[config.mk]
export PLATFORM = sky130hd
export DESIGN_NAME = whole_word_search
export DESIGN_NICKNAME = d
export VERILOG_FILES = /design/src/wws_pkg.sv /design/src/whole_word_search.sv /design/src/wws_cfg.sv /design/src/wws_scan.sv
export SDC_FILE = /design/constraint.sdc
export NUM_CORES = 1
export LEC_CHECK = 0
export ABC_CLOCK_PERIOD_IN_PS = 6040
export BUFFER_PORTS_ARGS = -buffer_cell sky130_fd_sc_hd__buf_2
export CAP_MARGIN = 20
export CORE_ASPECT_RATIO = 1.75
export CORE_MARGIN = 2
export CORE_UTILIZATION = 60
export CTS_CLUSTER_DIAMETER = 200
export DETAILED_ROUTE_END_ITERATION = 7
export GPL_ROUTABILITY_DRIVEN = 0
export PLACE_DENSITY = 0.86
export SYNTH_ARGS = -nofsm -noshare
export SYNTH_HDL_FRONTEND = slang
export SYNTH_SLANG_ARGS = --single-unit
[constraint.sdc]
create_clock -name clk -period 6.04 [get_ports clk]
set_input_delay 0.604 -clock clk [delete_from_list [all_inputs] [get_ports clk]]
set_output_delay 0.604 -clock clk [all_outputs]
set_load 0.01 [all_outputs]
[src/wws_pkg.sv]
// wws_pkg: shared types and constants for the whole-word search block.
// Used by wws_cfg, wws_scan and whole_word_search. No dependencies.
package wws_pkg;

    localparam int DEF_MAX_PATTERN   = 32;
    localparam int DEF_COUNTER_WIDTH = 16;

    localparam int PAT_BYTES   = 32;
    localparam int PAT_IDX_W   = 5;
    localparam int PAT_LEN_W   = 6;
    localparam int CFG_DATA_W  = 64;
    localparam int CFG_INDEX_W = 3;
    localparam int OUT_W       = 16;

    // register indexes of the configuration port
    localparam logic [CFG_INDEX_W-1:0] CFG_PAT_LO     = 3'd0;
    localparam logic [CFG_INDEX_W-1:0] CFG_PAT_MID_LO = 3'd1;
    localparam logic [CFG_INDEX_W-1:0] CFG_PAT_MID_HI = 3'd2;
    localparam logic [CFG_INDEX_W-1:0] CFG_PAT_HI     = 3'd3;
    localparam logic [CFG_INDEX_W-1:0] CFG_PAT_LEN    = 3'd4;

    localparam logic [7:0] CH_SPACE = 8'd32;
    localparam logic [7:0] CH_TAB   = 8'h09;
    localparam logic [7:0] CH_NL    = 8'h0A;
    localparam logic [7:0] CH_UP_A  = 8'h41;
    localparam logic [7:0] CH_UP_Z  = 8'h5A;
    localparam logic [7:0] CASE_OFS = 8'd32;

    typedef struct packed {
        logic [7:0] text_byte;
        logic       new_file;
    } text_word_t;

    typedef struct packed {
        logic [OUT_W-1:0] line_number;
        logic [OUT_W-1:0] start_column;
    } hit_word_t;

    typedef struct packed {
        logic [PAT_BYTES*8-1:0] chars;
        logic [PAT_LEN_W-1:0]   length;
    } pattern_t;

endpackage

[src/whole_word_search.sv]
// whole_word_search: top level; config bank, byte scanner and result register.
// Depends on wws_pkg, wws_cfg, wws_scan.
//
//  channel | handshake             | word / data
//  --------+-----------------------+------------------------------------
//  text    | text_valid/text_ready | text_word_t {text_byte, new_file}
//  hit     | hit_valid/hit_ready   | hit_word_t {line_number, start_column}
//  cfg     | cfg_we                | cfg_index, cfg_wdata (64 bit)
//
// One text word per cycle unless a hit is stalled; a word enters the input register, is
// compared and counted during the following cycle, and a hit then lands in the result
// register, which drives hit_valid.
// Reset clears all pattern registers, sets line to 1 and column to 0.
// A stalled hit holds only a word that hits; a non-hitting word still leaves the input register.
module whole_word_search #(
    parameter int MAX_PATTERN   = wws_pkg::DEF_MAX_PATTERN,
    parameter int COUNTER_WIDTH = wws_pkg::DEF_COUNTER_WIDTH
) (
    input  logic                            clk,
    input  logic                            rst_n,
    input  logic                            text_valid,
    output logic                            text_ready,
    input  wws_pkg::text_word_t             text,
    output logic                            hit_valid,
    input  logic                            hit_ready,
    output wws_pkg::hit_word_t              hit,
    input  logic                            cfg_we,
    input  logic [wws_pkg::CFG_INDEX_W-1:0] cfg_index,
    input  logic [wws_pkg::CFG_DATA_W-1:0]  cfg_wdata
);

    wws_pkg::pattern_t  pattern;
    wws_pkg::hit_word_t res;
    logic               res_valid, res_ready;
    logic               hit_valid_reg;
    wws_pkg::hit_word_t hit_reg;

    wws_cfg u_cfg (
        .clk       (clk),
        .rst_n     (rst_n),
        .cfg_we    (cfg_we),
        .cfg_index (cfg_index),
        .cfg_wdata (cfg_wdata),
        .pattern   (pattern)
    );

    wws_scan #(
        .MAX_PATTERN   (MAX_PATTERN),
        .COUNTER_WIDTH (COUNTER_WIDTH)
    ) u_scan (
        .clk        (clk),
        .rst_n      (rst_n),
        .text_valid (text_valid),
        .text_ready (text_ready),
        .text       (text),
        .pattern    (pattern),
        .res_valid  (res_valid),
        .res_ready  (res_ready),
        .res        (res)
    );

    assign res_ready = !hit_valid_reg || hit_ready;

    always_ff @(posedge clk or negedge rst_n)
    begin
        if (!rst_n)
        begin
            hit_valid_reg <= 1'b0;
        end
        else if (res_ready)
        begin
            hit_valid_reg <= res_valid;
        end
    end

    always_ff @(posedge clk)
    begin
        if (res_valid && res_ready)
        begin
            hit_reg <= res;
        end
    end

    assign hit_valid = hit_valid_reg;
    assign hit       = hit_reg;

endmodule

[src/wws_cfg.sv]
// wws_cfg: pattern register bank written through the plain write port.
// Depends on wws_pkg.
module wws_cfg (
    input  logic                               clk,
    input  logic                               rst_n,
    input  logic                               cfg_we,
    input  logic [wws_pkg::CFG_INDEX_W-1:0]    cfg_index,
    input  logic [wws_pkg::CFG_DATA_W-1:0]     cfg_wdata,
    output wws_pkg::pattern_t                  pattern
);

    logic [wws_pkg::CFG_DATA_W-1:0] pat_lo_reg;
    logic [wws_pkg::CFG_DATA_W-1:0] pat_mid_lo_reg;
    logic [wws_pkg::CFG_DATA_W-1:0] pat_mid_hi_reg;
    logic [wws_pkg::CFG_DATA_W-1:0] pat_hi_reg;
    logic [wws_pkg::PAT_LEN_W-1:0]  pat_len_reg;

    always_ff @(posedge clk or negedge rst_n)
    begin
        if (!rst_n)
        begin
            pat_lo_reg     <= '0;
            pat_mid_lo_reg <= '0;
            pat_mid_hi_reg <= '0;
            pat_hi_reg     <= '0;
            pat_len_reg    <= '0;
        end
        else if (cfg_we)
        begin
            case (cfg_index)
                wws_pkg::CFG_PAT_LO:     pat_lo_reg     <= cfg_wdata;
                wws_pkg::CFG_PAT_MID_LO: pat_mid_lo_reg <= cfg_wdata;
                wws_pkg::CFG_PAT_MID_HI: pat_mid_hi_reg <= cfg_wdata;
                wws_pkg::CFG_PAT_HI:     pat_hi_reg     <= cfg_wdata;
                wws_pkg::CFG_PAT_LEN:    pat_len_reg    <= cfg_wdata[wws_pkg::PAT_LEN_W-1:0];
                default: ; // unknown index: write ignored
            endcase
        end
    end

    assign pattern.chars  = {pat_hi_reg, pat_mid_hi_reg, pat_mid_lo_reg, pat_lo_reg};
    assign pattern.length = pat_len_reg;

endmodule

[src/wws_scan.sv]
// wws_scan: input register, word tracking state and the per-byte compare.
// Depends on wws_pkg; pattern comes from wws_cfg.
module wws_scan #(
    parameter int MAX_PATTERN   = wws_pkg::DEF_MAX_PATTERN,
    parameter int COUNTER_WIDTH = wws_pkg::DEF_COUNTER_WIDTH
) (
    input  logic                 clk,
    input  logic                 rst_n,
    input  logic                 text_valid,
    output logic                 text_ready,
    input  wws_pkg::text_word_t  text,
    input  wws_pkg::pattern_t    pattern,
    output logic                 res_valid,
    input  logic                 res_ready,
    output wws_pkg::hit_word_t   res
);

    localparam int WL_W = $clog2(MAX_PATTERN + 2);
    localparam logic [WL_W-1:0]          WL_MAX   = WL_W'(MAX_PATTERN);
    localparam logic [WL_W-1:0]          WL_OVER  = WL_W'(MAX_PATTERN + 1);
    localparam logic [COUNTER_WIDTH-1:0] CNT_ONE  = COUNTER_WIDTH'(1);

    logic                      a_valid_reg;
    wws_pkg::text_word_t       a_word_reg;

    logic [COUNTER_WIDTH-1:0]  line_reg, line_next;
    logic [COUNTER_WIDTH-1:0]  col_reg, col_next;
    logic [WL_W-1:0]           wl_reg, wl_next;
    logic                      eq_reg, eq_next;

    logic [COUNTER_WIDTH-1:0]  line_cur, col_cur;
    logic [WL_W-1:0]           wl_cur;
    logic                      eq_cur;
    logic [7:0]                b, folded, pat_ch;
    logic                      is_delim, match, advance;
    logic [COUNTER_WIDTH-1:0]  wl_ext, start_col;
    logic [wws_pkg::PAT_IDX_W-1:0] pat_idx;

    always_comb
    begin
        b = a_word_reg.text_byte;
        // new_file restarts tracking ahead of this byte
        if (a_word_reg.new_file)
        begin
            line_cur = CNT_ONE;
            col_cur  = '0;
            wl_cur   = '0;
            eq_cur   = 1'b1;
        end
        else
        begin
            line_cur = line_reg;
            col_cur  = col_reg;
            wl_cur   = wl_reg;
            eq_cur   = eq_reg;
        end

        is_delim = (b == wws_pkg::CH_SPACE) || (b == wws_pkg::CH_TAB) || (b == wws_pkg::CH_NL);
        folded   = (b >= wws_pkg::CH_UP_A && b <= wws_pkg::CH_UP_Z) ? b + wws_pkg::CASE_OFS : b;
        pat_idx  = wws_pkg::PAT_IDX_W'(wl_cur);
        pat_ch   = pattern.chars[pat_idx*8 +: 8];

        wl_ext    = COUNTER_WIDTH'(wl_cur);
        start_col = (col_cur >= wl_ext) ? col_cur - wl_ext : '0;

        match = is_delim && eq_cur && (wl_cur != '0) && (wl_cur <= WL_MAX)
                && (wws_pkg::PAT_LEN_W'(wl_cur) == pattern.length);

        line_next = line_cur;
        col_next  = (col_cur == '1) ? col_cur : col_cur + CNT_ONE;
        if (is_delim)
        begin
            wl_next = '0;
            eq_next = 1'b1;
            if (b == wws_pkg::CH_NL)
            begin
                line_next = (line_cur == '1) ? line_cur : line_cur + CNT_ONE;
                col_next  = '0;
            end
        end
        else if (wl_cur < WL_MAX)
        begin
            wl_next = wl_cur + WL_W'(1);
            eq_next = eq_cur && (folded == pat_ch);
        end
        else
        begin
            wl_next = WL_OVER;
            eq_next = 1'b0;
        end
    end

    // a byte without a hit leaves regardless of the result side
    assign advance    = a_valid_reg && (!match || res_ready);
    assign text_ready = !a_valid_reg || advance;
    assign res_valid  = a_valid_reg && match;
    assign res.line_number  = wws_pkg::OUT_W'(line_cur);
    assign res.start_column = wws_pkg::OUT_W'(start_col);

    always_ff @(posedge clk or negedge rst_n)
    begin
        if (!rst_n)
        begin
            a_valid_reg <= 1'b0;
            line_reg    <= CNT_ONE;
            col_reg     <= '0;
            wl_reg      <= '0;
            eq_reg      <= 1'b1;
        end
        else
        begin
            if (text_ready)
            begin
                a_valid_reg <= text_valid;
            end
            if (advance)
            begin
                line_reg <= line_next;
                col_reg  <= col_next;
                wl_reg   <= wl_next;
                eq_reg   <= eq_next;
            end
        end
    end

    always_ff @(posedge clk)
    begin
        if (text_valid && text_ready)
        begin
            a_word_reg <= text;
        end
    end

    a_wl_bound: assert property (@(posedge clk) disable iff (!rst_n)
        wl_reg <= WL_OVER)
        else $error("word length past its cap");

    a_delim_clears: assert property (@(posedge clk) disable iff (!rst_n)
        (advance && is_delim) |=> (wl_reg == '0 && eq_reg))
        else $error("delimiter did not clear word tracking");

    a_restart_line: assert property (@(posedge clk) disable iff (!rst_n)
        (advance && a_word_reg.new_file && b != wws_pkg::CH_NL) |=> (line_reg == CNT_ONE))
        else $error("new_file did not restart the line count");

    a_stall_hold: assert property (@(posedge clk) disable iff (!rst_n)
        (a_valid_reg && !advance) |=> (a_valid_reg && $stable(line_reg) && $stable(col_reg)))
        else $error("state moved while the byte was held");

endmodule
==> impl_metrics.tcl, run 1 <==
set metrics [dict create \
    outcome "finished clean" \
    clock_path_buffers 3 \
    p_clk_frac 0.316 \
    io_pins 115 \
    ys_seq_elements 344 \
    start_kind "flop" \
    busiest_layer "met2" \
    p_int_w 0.00473 \
    clock_sinks 344 \
    firstDrtPassIters 8 \
    grt_pass1_vias 13000 \
    synth.distinct_cells 82 \
    cts_tree "yes" \
    use_met2 0.512 \
    ctsResizeCount 0 \
    rsz0062_at_grt "false" \
    fin_cells 1859 \
    fin_tns_setup_ns 0 \
    cap_violations 0 \
    rows 81 \
    htree_num_levels 1 \
    drcViolationCount 0 \
    antenna_found_initial 2 \
    gr-total-overflow 0 \
    drtIter0Drc 1260 \
    path_clk_slew_ns 0.07 \
    start_util 0.606 \
    arrival_ns 4.02 \
    synth_edf_count 41 \
    seqPwrFrac 0.458 \
    power.density_nw_per_um2 357 \
    p_comb_frac 0.226 \
    ant_nets 0 \
    routedWlPerCell_um 23.9 \
    crit_path_end_kind "output pin" \
    setup_viol 0 \
    netlist_area_um2 16900 \
    syn-num-nets 1476 \
    pre_cts_ws_ns 1.66 \
    postCtsSetupRepairBufs 0 \
    drive_above_1_share 0.342 \
    vias 12300 \
    synthToLayoutAreaGrowth_pct 11.9 \
    die_y_um 226 \
    synth_warnings 0 \
    switching_share 0.299 \
    drv_slew 0 \
    fin_ws_ns 1.41 \
    ir_drop_v 0.000327 \
    io_buffers 114 \
    worst_slew_pin_slew_ns 0.977 \
    synth_area_per_cell_um2 12.2 \
    totalWireLength_mm 44.5 \
    min_period_ns 4.63 \
    fin_crit_sh 0.766 \
    dieArea_um2 29500 \
    p_switching_w 0.00202 \
    placedCellCount 1799 \
    grt_util_all_layers 0.308 \
    crit_fanout 30 \
    core_um2 27900 \
    path_class "flop to output pin" \
    postCtsHoldBufs 0 \
    hp-class "input port to asynchronous set/reset pin" \
    grtUsageMet3 0.0519 \
    worstPathRequired_ns 5.44 \
    die_w_um 131 \
    grt_pass1_wl_mm 69.5 \
    netlist_instances 1383 \
    nNetsFinal 1553 \
    worstSkewPairLatency_ns 0.60 \
    relSlewSlack 0.349 \
    cts-root-buf "clkbuf_16" \
    cellLeakagePower_nw 7.93 \
    synthFlopType "dfrtp_1" \
    vias_per_cell 6.64 \
    fin_skew_ns 0.0345 \
    fmax_mhz 216 \
    fillerInstances 1940 \
    async_flop_share 0.881 \
    use_met1 0.351 \
    dp_hpwl_mm 29.4 \
    yosysSeqAreaShare 0.522 \
    hold_viol 0 \
    grt_max_degree 133 \
    cts_buffers 30 \
]
## per-stage QoR
stage | utilization | power (W) | area (um2) | hold WS, ns
4_1_cts | 0.676 | 0.00671 | 18800 | 0.0496
5_1_grt | 0.677 | 0.00699 | 18900 | 0.0786
3_5_place_dp | 0.636 | 0.00458 | 17700 | 0.489
2_1_floorplan | - | 0.00408 | 16900 | 0.308
3_3_place_gp | 0.636 | 0.00449 | 17700 | 0.479
6_report | 0.678 | 0.00674 | 18900 | 0.0320
## cell families (layout without fill, tap and decap cells)
family | count (synthesis) | in the layout | share of synthesized area
buffers and inverters | 115 | 216 | 0.0298
multiplexers | 342 | 342 | 0.233
AO/OA/AOI/OAI | 249 | 249 | 0.103
AND/OR/NAND/NOR | 314 | 314 | 0.0994
flip-flops | 344 | 344 | 0.522
XOR/XNOR | 7 | 7 | 0.00363
adder cells (fa/ha/maj) | 12 | 12 | 0.00934
other | 0 | 2 | 0
## path summary, 6_finish.rpt
check                                                  from  slack [ns]  cells past startpoint                                    to
min in group clk                                    text[3]        0.17                      1                 u_scan.b[2]$_DFFE_PP_
max                            u_scan.wl_reg[0]$_DFFE_PN0P_        1.41                      9                            text_ready
max reg2reg                  u_scan.a_word_reg[0]$_DFFE_PP_        1.53                     10                  hit[5]$_SDFFCE_PN0P_
min                                                   rst_n        0.03                      1  u_cfg.pat_mid_lo_reg[31]$_DFFE_PN0P_
max in group asynchronous                             rst_n        4.79                      2          u_scan.wl_reg[0]$_DFFE_PN0P_
min reg2reg                u_cfg.pat_lo_reg[51]$_DFFE_PN0P_        0.50                      1      u_cfg.pat_lo_reg[51]$_DFFE_PN0P_
## layout make-up
type / count / area (um2) / share of cell area
Sequential cell: 344 / 8820 / 0.467
Multi-Input combinational cell: 924 / 7600 / 0.403
Clock buffer: 42 / 941 / 0.0498
Timing Repair Buffer: 135 / 781 / 0.0413
Tap cell: 373 / 467 / 0.0247
Clock inverter: 14 / 176 / 0.00934
Inverter: 25 / 93.8 / 0.00497
Antenna cell: 2 / 5.00 / 0.000265
## cell usage in the layout, fill, tap and decap left out, types with 11 or more instances in the layout
master     instances
nor4_1            17
nand4_1           15
ha_1              11
nor2_1            51
buf_4             17
mux4_2            12
mux2_2           282
dfrtp_1          299
clkbuf_16         34
nand3_1           22
nor3_1            23
nand2_1           78
a21oi_1           37
mux2i_1           48
o21ai_0           57
o22ai_1           23
inv_1             24
buf_2            113
a31oi_1           15
nor2b_1           30
o31ai_1           14
edfxtp_1          41
## Yosys cell counts, types with 14 or more instances
master / count / area [um2]
dfrtp_1: 301 / 7530
mux2_2: 282 / 3180
nand2_1: 78 / 293
o21ai_0: 57 / 285
nor2_1: 51 / 191
clkbuf_1: 50 / 188
mux2i_1: 48 / 480
edfxtp_1: 41 / 1230
a21oi_1: 37 / 185
nor2b_1: 31 / 194
buf_2: 27 / 135
inv_1: 24 / 90.1
nor3_1: 23 / 115
o22ai_1: 23 / 144
nand3_1: 22 / 110
nor4_1: 17 / 106
a31oi_1: 15 / 93.8
nand4_1: 15 / 93.8
o31ai_1: 14 / 105
## critical path, stage by stage (launching register included)
cell and delay, ns:
dfrtp_4 0.74, nor2b_2 0.83, inv_1 0.17, ha_1 0.26, o21ai_0 0.10, o2111ai_2 0.23
nor3_1 0.46, nand2_1 0.13, or2_2 0.33, buf_2 0.15
## metal layers
metal / vias up / part of all wire
met5: - / 0.00025
met3: 220 / 0.067
met4: 2 / 0.088
li1: 5342 / -
met1: 6130 / 0.35
met2: 654 / 0.50
## power groups by stage
| stage | clock network, W | registers [W] | logic [W] |
|---|---|---|---|
| global route | 0.00223 | 0.00313 | 0.00163 |
| detailed placement | 0 | 0.00311 | 0.00147 |
| finish | 0.00213 | 0.00309 | 0.00152 |
| global placement | 0 | 0.00307 | 0.00141 |
| CTS | 0.00215 | 0.00307 | 0.00149 |
| floorplan | 0 | 0.00296 | 0.00112 |
Power figures use the tool's default switching activity.
==> run 2: changes to the inputs <==
--- a/config.mk
+++ b/config.mk
@@ -5,16 +5,16 @@
 export SDC_FILE = /design/constraint.sdc
 export NUM_CORES = 1
 export LEC_CHECK = 0
-export ABC_CLOCK_PERIOD_IN_PS = 6040
+export ABC_CLOCK_PERIOD_IN_PS = 4150
 export BUFFER_PORTS_ARGS = -buffer_cell sky130_fd_sc_hd__buf_2
 export CAP_MARGIN = 20
 export CORE_ASPECT_RATIO = 1.75
 export CORE_MARGIN = 2
-export CORE_UTILIZATION = 60
+export CORE_UTILIZATION = 55
 export CTS_CLUSTER_DIAMETER = 200
 export DETAILED_ROUTE_END_ITERATION = 7
 export GPL_ROUTABILITY_DRIVEN = 0
-export PLACE_DENSITY = 0.86
+export PLACE_DENSITY = 0.83
 export SYNTH_ARGS = -nofsm -noshare
 export SYNTH_HDL_FRONTEND = slang
 export SYNTH_SLANG_ARGS = --single-unit
==> constraint.sdc (replaced) <==
create_clock -name clk -period 4.15 [get_ports clk]
set_input_delay 0.415 -clock clk [delete_from_list [all_inputs] [get_ports clk]]
set_output_delay 0.415 -clock clk [all_outputs]
set_load 0.01 [all_outputs]
==> run 2 against run 1 <==
First-iteration DRC count is 16% lower. Sequential cell count did not move. Critical path type unchanged. Wire length decreased by 2.7%. Largest power group unchanged. Critical path depth unchanged.
==> impl_metrics.tcl, run 2 (synthesis results as in run 1) <==
set metrics [dict create \
    io_buffers 114 \
    fin_hold_ws_ns 0.0403 \
    worstPathRequired_ns 3.73 \
    drcViolationCount 0 \
    dp_hpwl_mm 29.7 \
    antenna_found_initial 3 \
    postCtsHoldBufs 1 \
    vias_per_cell 6.51 \
    io_pins 115 \
    core_um2 30200 \
    ff2ff_path_depth 11 \
    path_clk_slew_ns 0.07 \
    worstHoldStart "text[5]" \
    finalPower_w 0.00928 \
    setup_viol 0 \
    cts_buffers 29 \
    postCtsSetupRepairBufs 0 \
    outcome "finished clean" \
    cellLeakagePower_nw 7.90 \
    relSlewSlack 0.316 \
    placedCellCount 1834 \
    critPathTopFamily "simple AND/OR/NAND/NOR gates" \
    worst_slew_pin_slew_ns 1.03 \
    rows 84 \
    rsz0062_at_grt "false" \
    drv_slew 0 \
    fillerInstances 2291 \
    firstDrtPassIters 5 \
    fmax_mhz 276 \
    vias 12300 \
    routedWlPerCell_um 22.9 \
    hp-class "input port to flop" \
    crit_fanout 10 \
    start_kind "flop" \
    die_y_um 236 \
    grt_max_degree 144 \
    nNetsFinal 1572 \
    grt_pass1_wl_mm 69.2 \
    hold_viol 0 \
    fin_cells 1892 \
    ant_nets 0 \
    crit_path_end_kind "output pin" \
    drtIter0Drc 1062 \
    clock_sinks 344 \
    cpMaxStageDelayCell "dfrtp_1" \
    min_period_ns 3.62 \
    fin_crit_sh 0.873 \
    cap_violations 0 \
    cp_cell_sequence "nand2b_1, buf_4, ha_1, nor4b_1, o2111ai_2, nor3_1, nand2_1, or2_2, buf_2" \
    fin_skew_ns 0.00748 \
    startpoint "u_scan.wl_reg[1]$_DFFE_PN0P_" \
    cts_tree "yes" \
    ir_drop_v 0.000376 \
    crit_buf_inv 2 \
    worstSkewPairLatency_ns 0.57 \
    arrival_ns 3.21 \
    final_area_um2 18800 \
    rr_endpoint "hit[3]$_SDFFCE_PN0P_" \
    final_common_cell "dfrtp_1" \
    cts-root-buf "clkbuf_16" \
    final_cell_mix "dfrtp_1, mux2_2, buf_2, nand2_1, o21ai_0" \
    dieArea_um2 32200 \
    path_class "flop to output pin" \
    hold-path-endpoint "u_scan.b[4]$_DFFE_PP_" \
    worst_r2r_startpoint "u_scan.a_word_reg[0]$_DFFE_PP_" \
    htree_num_levels 1 \
    fin_tns_setup_ns 0 \
    dpl_cell_area_um2 17900 \
    drive_above_1_share 0.346 \
    totalWireLength_mm 43.2 \
    start_util 0.560 \
    power.density_nw_per_um2 493 \
    critPathMaxStageDelay_ns 0.55 \
    grt_util_all_layers 0.274 \
    synthToLayoutAreaGrowth_pct 11.4 \
    clock_path_buffers 3 \
    die_w_um 136 \
    reg2reg_slack_ns 0.62 \
    gr-total-overflow 0 \
    ctsResizeCount 0 \
    grt_pass1_vias 12600 \
    hold_path_depth 1 \
]
run 2: cell types whose count changed in the layout (fill, tap and decap cells not counted), moves of 3 or more:
cell,before,now
buf_4,17,38
bufinv_16,3,0
clkbuf_1,2,6
clkbuf_16,34,29
clkinv_2,6,9
clkinvlp_4,0,3
run 2: area by class of cell:
type                       count  area (um2)  area share
timing repair buffer         155         916      0.0487
inverter                      25        93.8     0.00499
multi-input combinational    924        7600       0.404
sequential                   344        8820       0.469
clock buffer                  39         803      0.0427
clock inverter                14        82.6     0.00439
antenna                        4        10.0    0.000532
tap                          387         484      0.0257
run 2: power breakdown:
part / leakage, nW / internal, W / switching [W]
logic: 3.37 / 0.00109 / 0.00118
clock network: 0.438 / 0.00136 / 0.00123
registers: 4.10 / 0.00404 / 0.000388
total: 7.90 / 0.00649 / 0.00279
run 2: worst register-to-register path, delay by kind of cell (launching register included):
family                   cells  cell delay, ns
flip-flops                   1            0.51
AO/OA/AOI/OAI                2            0.60
AND/OR/NAND/NOR              5            0.87
buffers and inverters        3            0.84
adder cells (fa/ha/maj)      1            0.47
run 2: how the worst max path moves through the flow:
stage                                       to  cells past startpoint
after floorplan           hit[4]$_SDFFCE_PN0P_                     16
after global placement    hit[3]$_SDFFCE_PN0P_                     11
after detailed placement  hit[3]$_SDFFCE_PN0P_                     11
after CTS                           text_ready                      9
after global routing                text_ready                      9
final                               text_ready                      9
run 2: metrics by stage:
step / worst slack (ns) / util
floorplan: 0.302 / -
global placement: 0.929 / 0.593
detailed placement: 0.796 / 0.594
CTS: 0.529 / 0.623
global route: 0.251 / 0.624
finish: 0.527 / 0.624
run 2: routing by layer:
layer	share of wire	track usage	vias up
li1	-	-	5387
met2	0.51	0.469	560
met5	0	0	-
met1	0.36	0.325	6185
met3	0.057	0.0348	187
met4	0.074	0.165	0
==> run 3: changes to the inputs <==
--- a/config.mk
+++ b/config.mk
@@ -14,6 +14,7 @@
 export CTS_CLUSTER_DIAMETER = 200
 export DETAILED_ROUTE_END_ITERATION = 7
 export GPL_ROUTABILITY_DRIVEN = 0
+export MAX_ROUTING_LAYER = met4
 export PLACE_DENSITY = 0.83
 export SYNTH_ARGS = -nofsm -noshare
 export SYNTH_HDL_FRONTEND = slang
==> run 3 against run 2 <==
Register-to-register slack got worse by 0.02 ns. Count of clock-buffer cells in the layout stayed put. Worst setup slack worse by 0.0036 ns. First-iteration DRC count is 1.4% higher. Cell count grew 0.11%. Fmax about the same. Critical endpoint unchanged.
==> impl_metrics.tcl, run 3 (synthesis results as in run 1) <==
set metrics [dict create \
    gr-total-overflow 0 \
    drtIter0Drc 1077 \
    final_area_um2 18800 \
    hold_viol 0 \
    cts_buffers 29 \
    grt_pass1_wl_mm 69.3 \
    vias_per_cell 6.46 \
    fin_tns_setup_ns 0 \
    grt_util_all_layers 0.283 \
    start_util 0.560 \
    drcViolationCount 0 \
    htree_num_levels 1 \
    synthToLayoutAreaGrowth_pct 11.5 \
    ff2ff_path_depth 11 \
    min_period_ns 3.63 \
    relSlewSlack 0.329 \
    crit_path_end_kind "output pin" \
    die_w_um 136 \
    path_class "flop to output pin" \
    grt_pass1_vias 12600 \
    rows 84 \
    dieArea_um2 32200 \
    cts-root-buf "clkbuf_16" \
    io_buffers 114 \
    rsz0062_at_grt "false" \
    worst_slew_pin_slew_ns 1.01 \
    crit_fanout 10 \
    dpl_cell_area_um2 17900 \
    firstDrtPassIters 7 \
    worstPathRequired_ns 3.73 \
    cap_violations 0 \
    setup_viol 0 \
    ctsResizeCount 0 \
    outcome "finished clean" \
    fin_crit_sh 0.874 \
    final_cell_mix "dfrtp_1, mux2_2, buf_2, nand2_1, o21ai_0" \
    path_clk_slew_ns 0.07 \
    hp-class "input port to flop" \
    core_um2 30200 \
    start_kind "flop" \
    clock_sinks 344 \
    totalWireLength_mm 43.2 \
    cellLeakagePower_nw 7.90 \
    fin_skew_ns 0.0120 \
    cts_tree "yes" \
    rr_endpoint "hit[6]$_SDFFCE_PN0P_" \
    dp_hpwl_mm 29.7 \
    worst_r2r_startpoint "u_scan.a_word_reg[0]$_DFFE_PP_" \
    drive_above_1_share 0.346 \
    final_common_cell "dfrtp_1" \
    hold_path_depth 1 \
    ir_drop_v 0.000377 \
    reg2reg_slack_ns 0.60 \
    fillerInstances 2289 \
    vias 12200 \
    io_pins 115 \
    drv_slew 0 \
    die_y_um 236 \
    hold-path-endpoint "u_scan.b[4]$_DFFE_PP_" \
    clock_path_buffers 3 \
    arrival_ns 3.21 \
    worstHoldStart "text[5]" \
    grt_max_degree 144 \
    routedWlPerCell_um 22.8 \
    power.density_nw_per_um2 493 \
    fmax_mhz 276 \
    ant_nets 0 \
    antenna_found_initial 3 \
    worstSkewPairLatency_ns 0.57 \
    nNetsFinal 1572 \
]
run 3: changes by cell type in the layout (fill, tap and decap cells not counted), sizes merged:
| cell | delta |
|---|---|
| diode | +2 |
run 3: metal layers:
layer / global-route usage / vias up / wire length, um
li1: - / 5387 / -
met1: 0.328 / 6136 / 15800
met2: 0.467 / 535 / 22000
met3: 0.0346 / 184 / 2360
met4: 0.168 / 0 / 3120
met5: - / - / 0
run 3: through the flow:
| stage | utilization | std cells | total power (W) | setup WS (ns) | hold slack, ns |
|---|---|---|---|---|---|
| CTS | 0.623 | 1888 | 0.00927 | 0.529 | 0.0212 |
| global placement | 0.593 | 1833 | 0.00656 | 0.929 | 0.338 |
| global route | 0.624 | 1891 | 0.00970 | 0.251 | 0.0220 |
| detailed placement | 0.594 | 1834 | 0.00668 | 0.796 | 0.341 |
| floorplan | - | 1383 | 0.00594 | 0.302 | 0.119 |
| finish | 0.624 | 1894 | 0.00928 | 0.523 | 0.0373 |
run 3: worst max path at each step:
stage | startpoint | endpoint | slack (ns) | cells after the start
2_1_floorplan | u_scan.a_word_reg[0]$_DFFE_PP_ | hit[4]$_SDFFCE_PN0P_ | 0.30 | 16
3_3_place_gp | u_scan.a_word_reg[0]$_DFFE_PP_ | hit[3]$_SDFFCE_PN0P_ | 0.93 | 11
3_5_place_dp | u_scan.a_word_reg[0]$_DFFE_PP_ | hit[3]$_SDFFCE_PN0P_ | 0.80 | 11
4_1_cts | u_scan.wl_reg[1]$_DFFE_PN0P_ | text_ready | 0.53 | 9
5_1_grt | u_scan.wl_reg[1]$_DFFE_PN0P_ | text_ready | 0.25 | 9
6_report | u_scan.wl_reg[1]$_DFFE_PN0P_ | text_ready | 0.52 | 9
run 3: area by class of cell:
type,count,area [um2],share of cell area
clock buffer,39,803,0.0427
multi-input combinational,924,7600,0.404
sequential,344,8820,0.469
clock inverter,14,82.6,0.00439
timing repair buffer,155,916,0.0487
antenna,6,15.0,0.000798
inverter,25,93.8,0.00499
tap,387,484,0.0257
run 3: timing repair:
item                      4_1_cts  5_1_grt
buffers inserted                0        0
hold buffers                    1        0
hold endpoints to repair       47        0
run 3: worst max-delay path, cell delays in order (launching register included):
cell	delay, ns
dfrtp_1	0.55
nand2b_1	0.28
buf_4	0.21
ha_1	0.17
nor4b_1	0.32
o2111ai_2	0.22
nor3_1	0.29
nand2_1	0.11
or2_2	0.33
buf_2	0.16
run 3: where the power goes:
| group | internal (W) | switching, W | leakage [nW] |
|---|---|---|---|
| Combinational | 0.00109 | 0.00117 | 3.37 |
| Clock | 0.00136 | 0.00124 | 0.438 |
| Sequential | 0.00404 | 0.000389 | 4.10 |
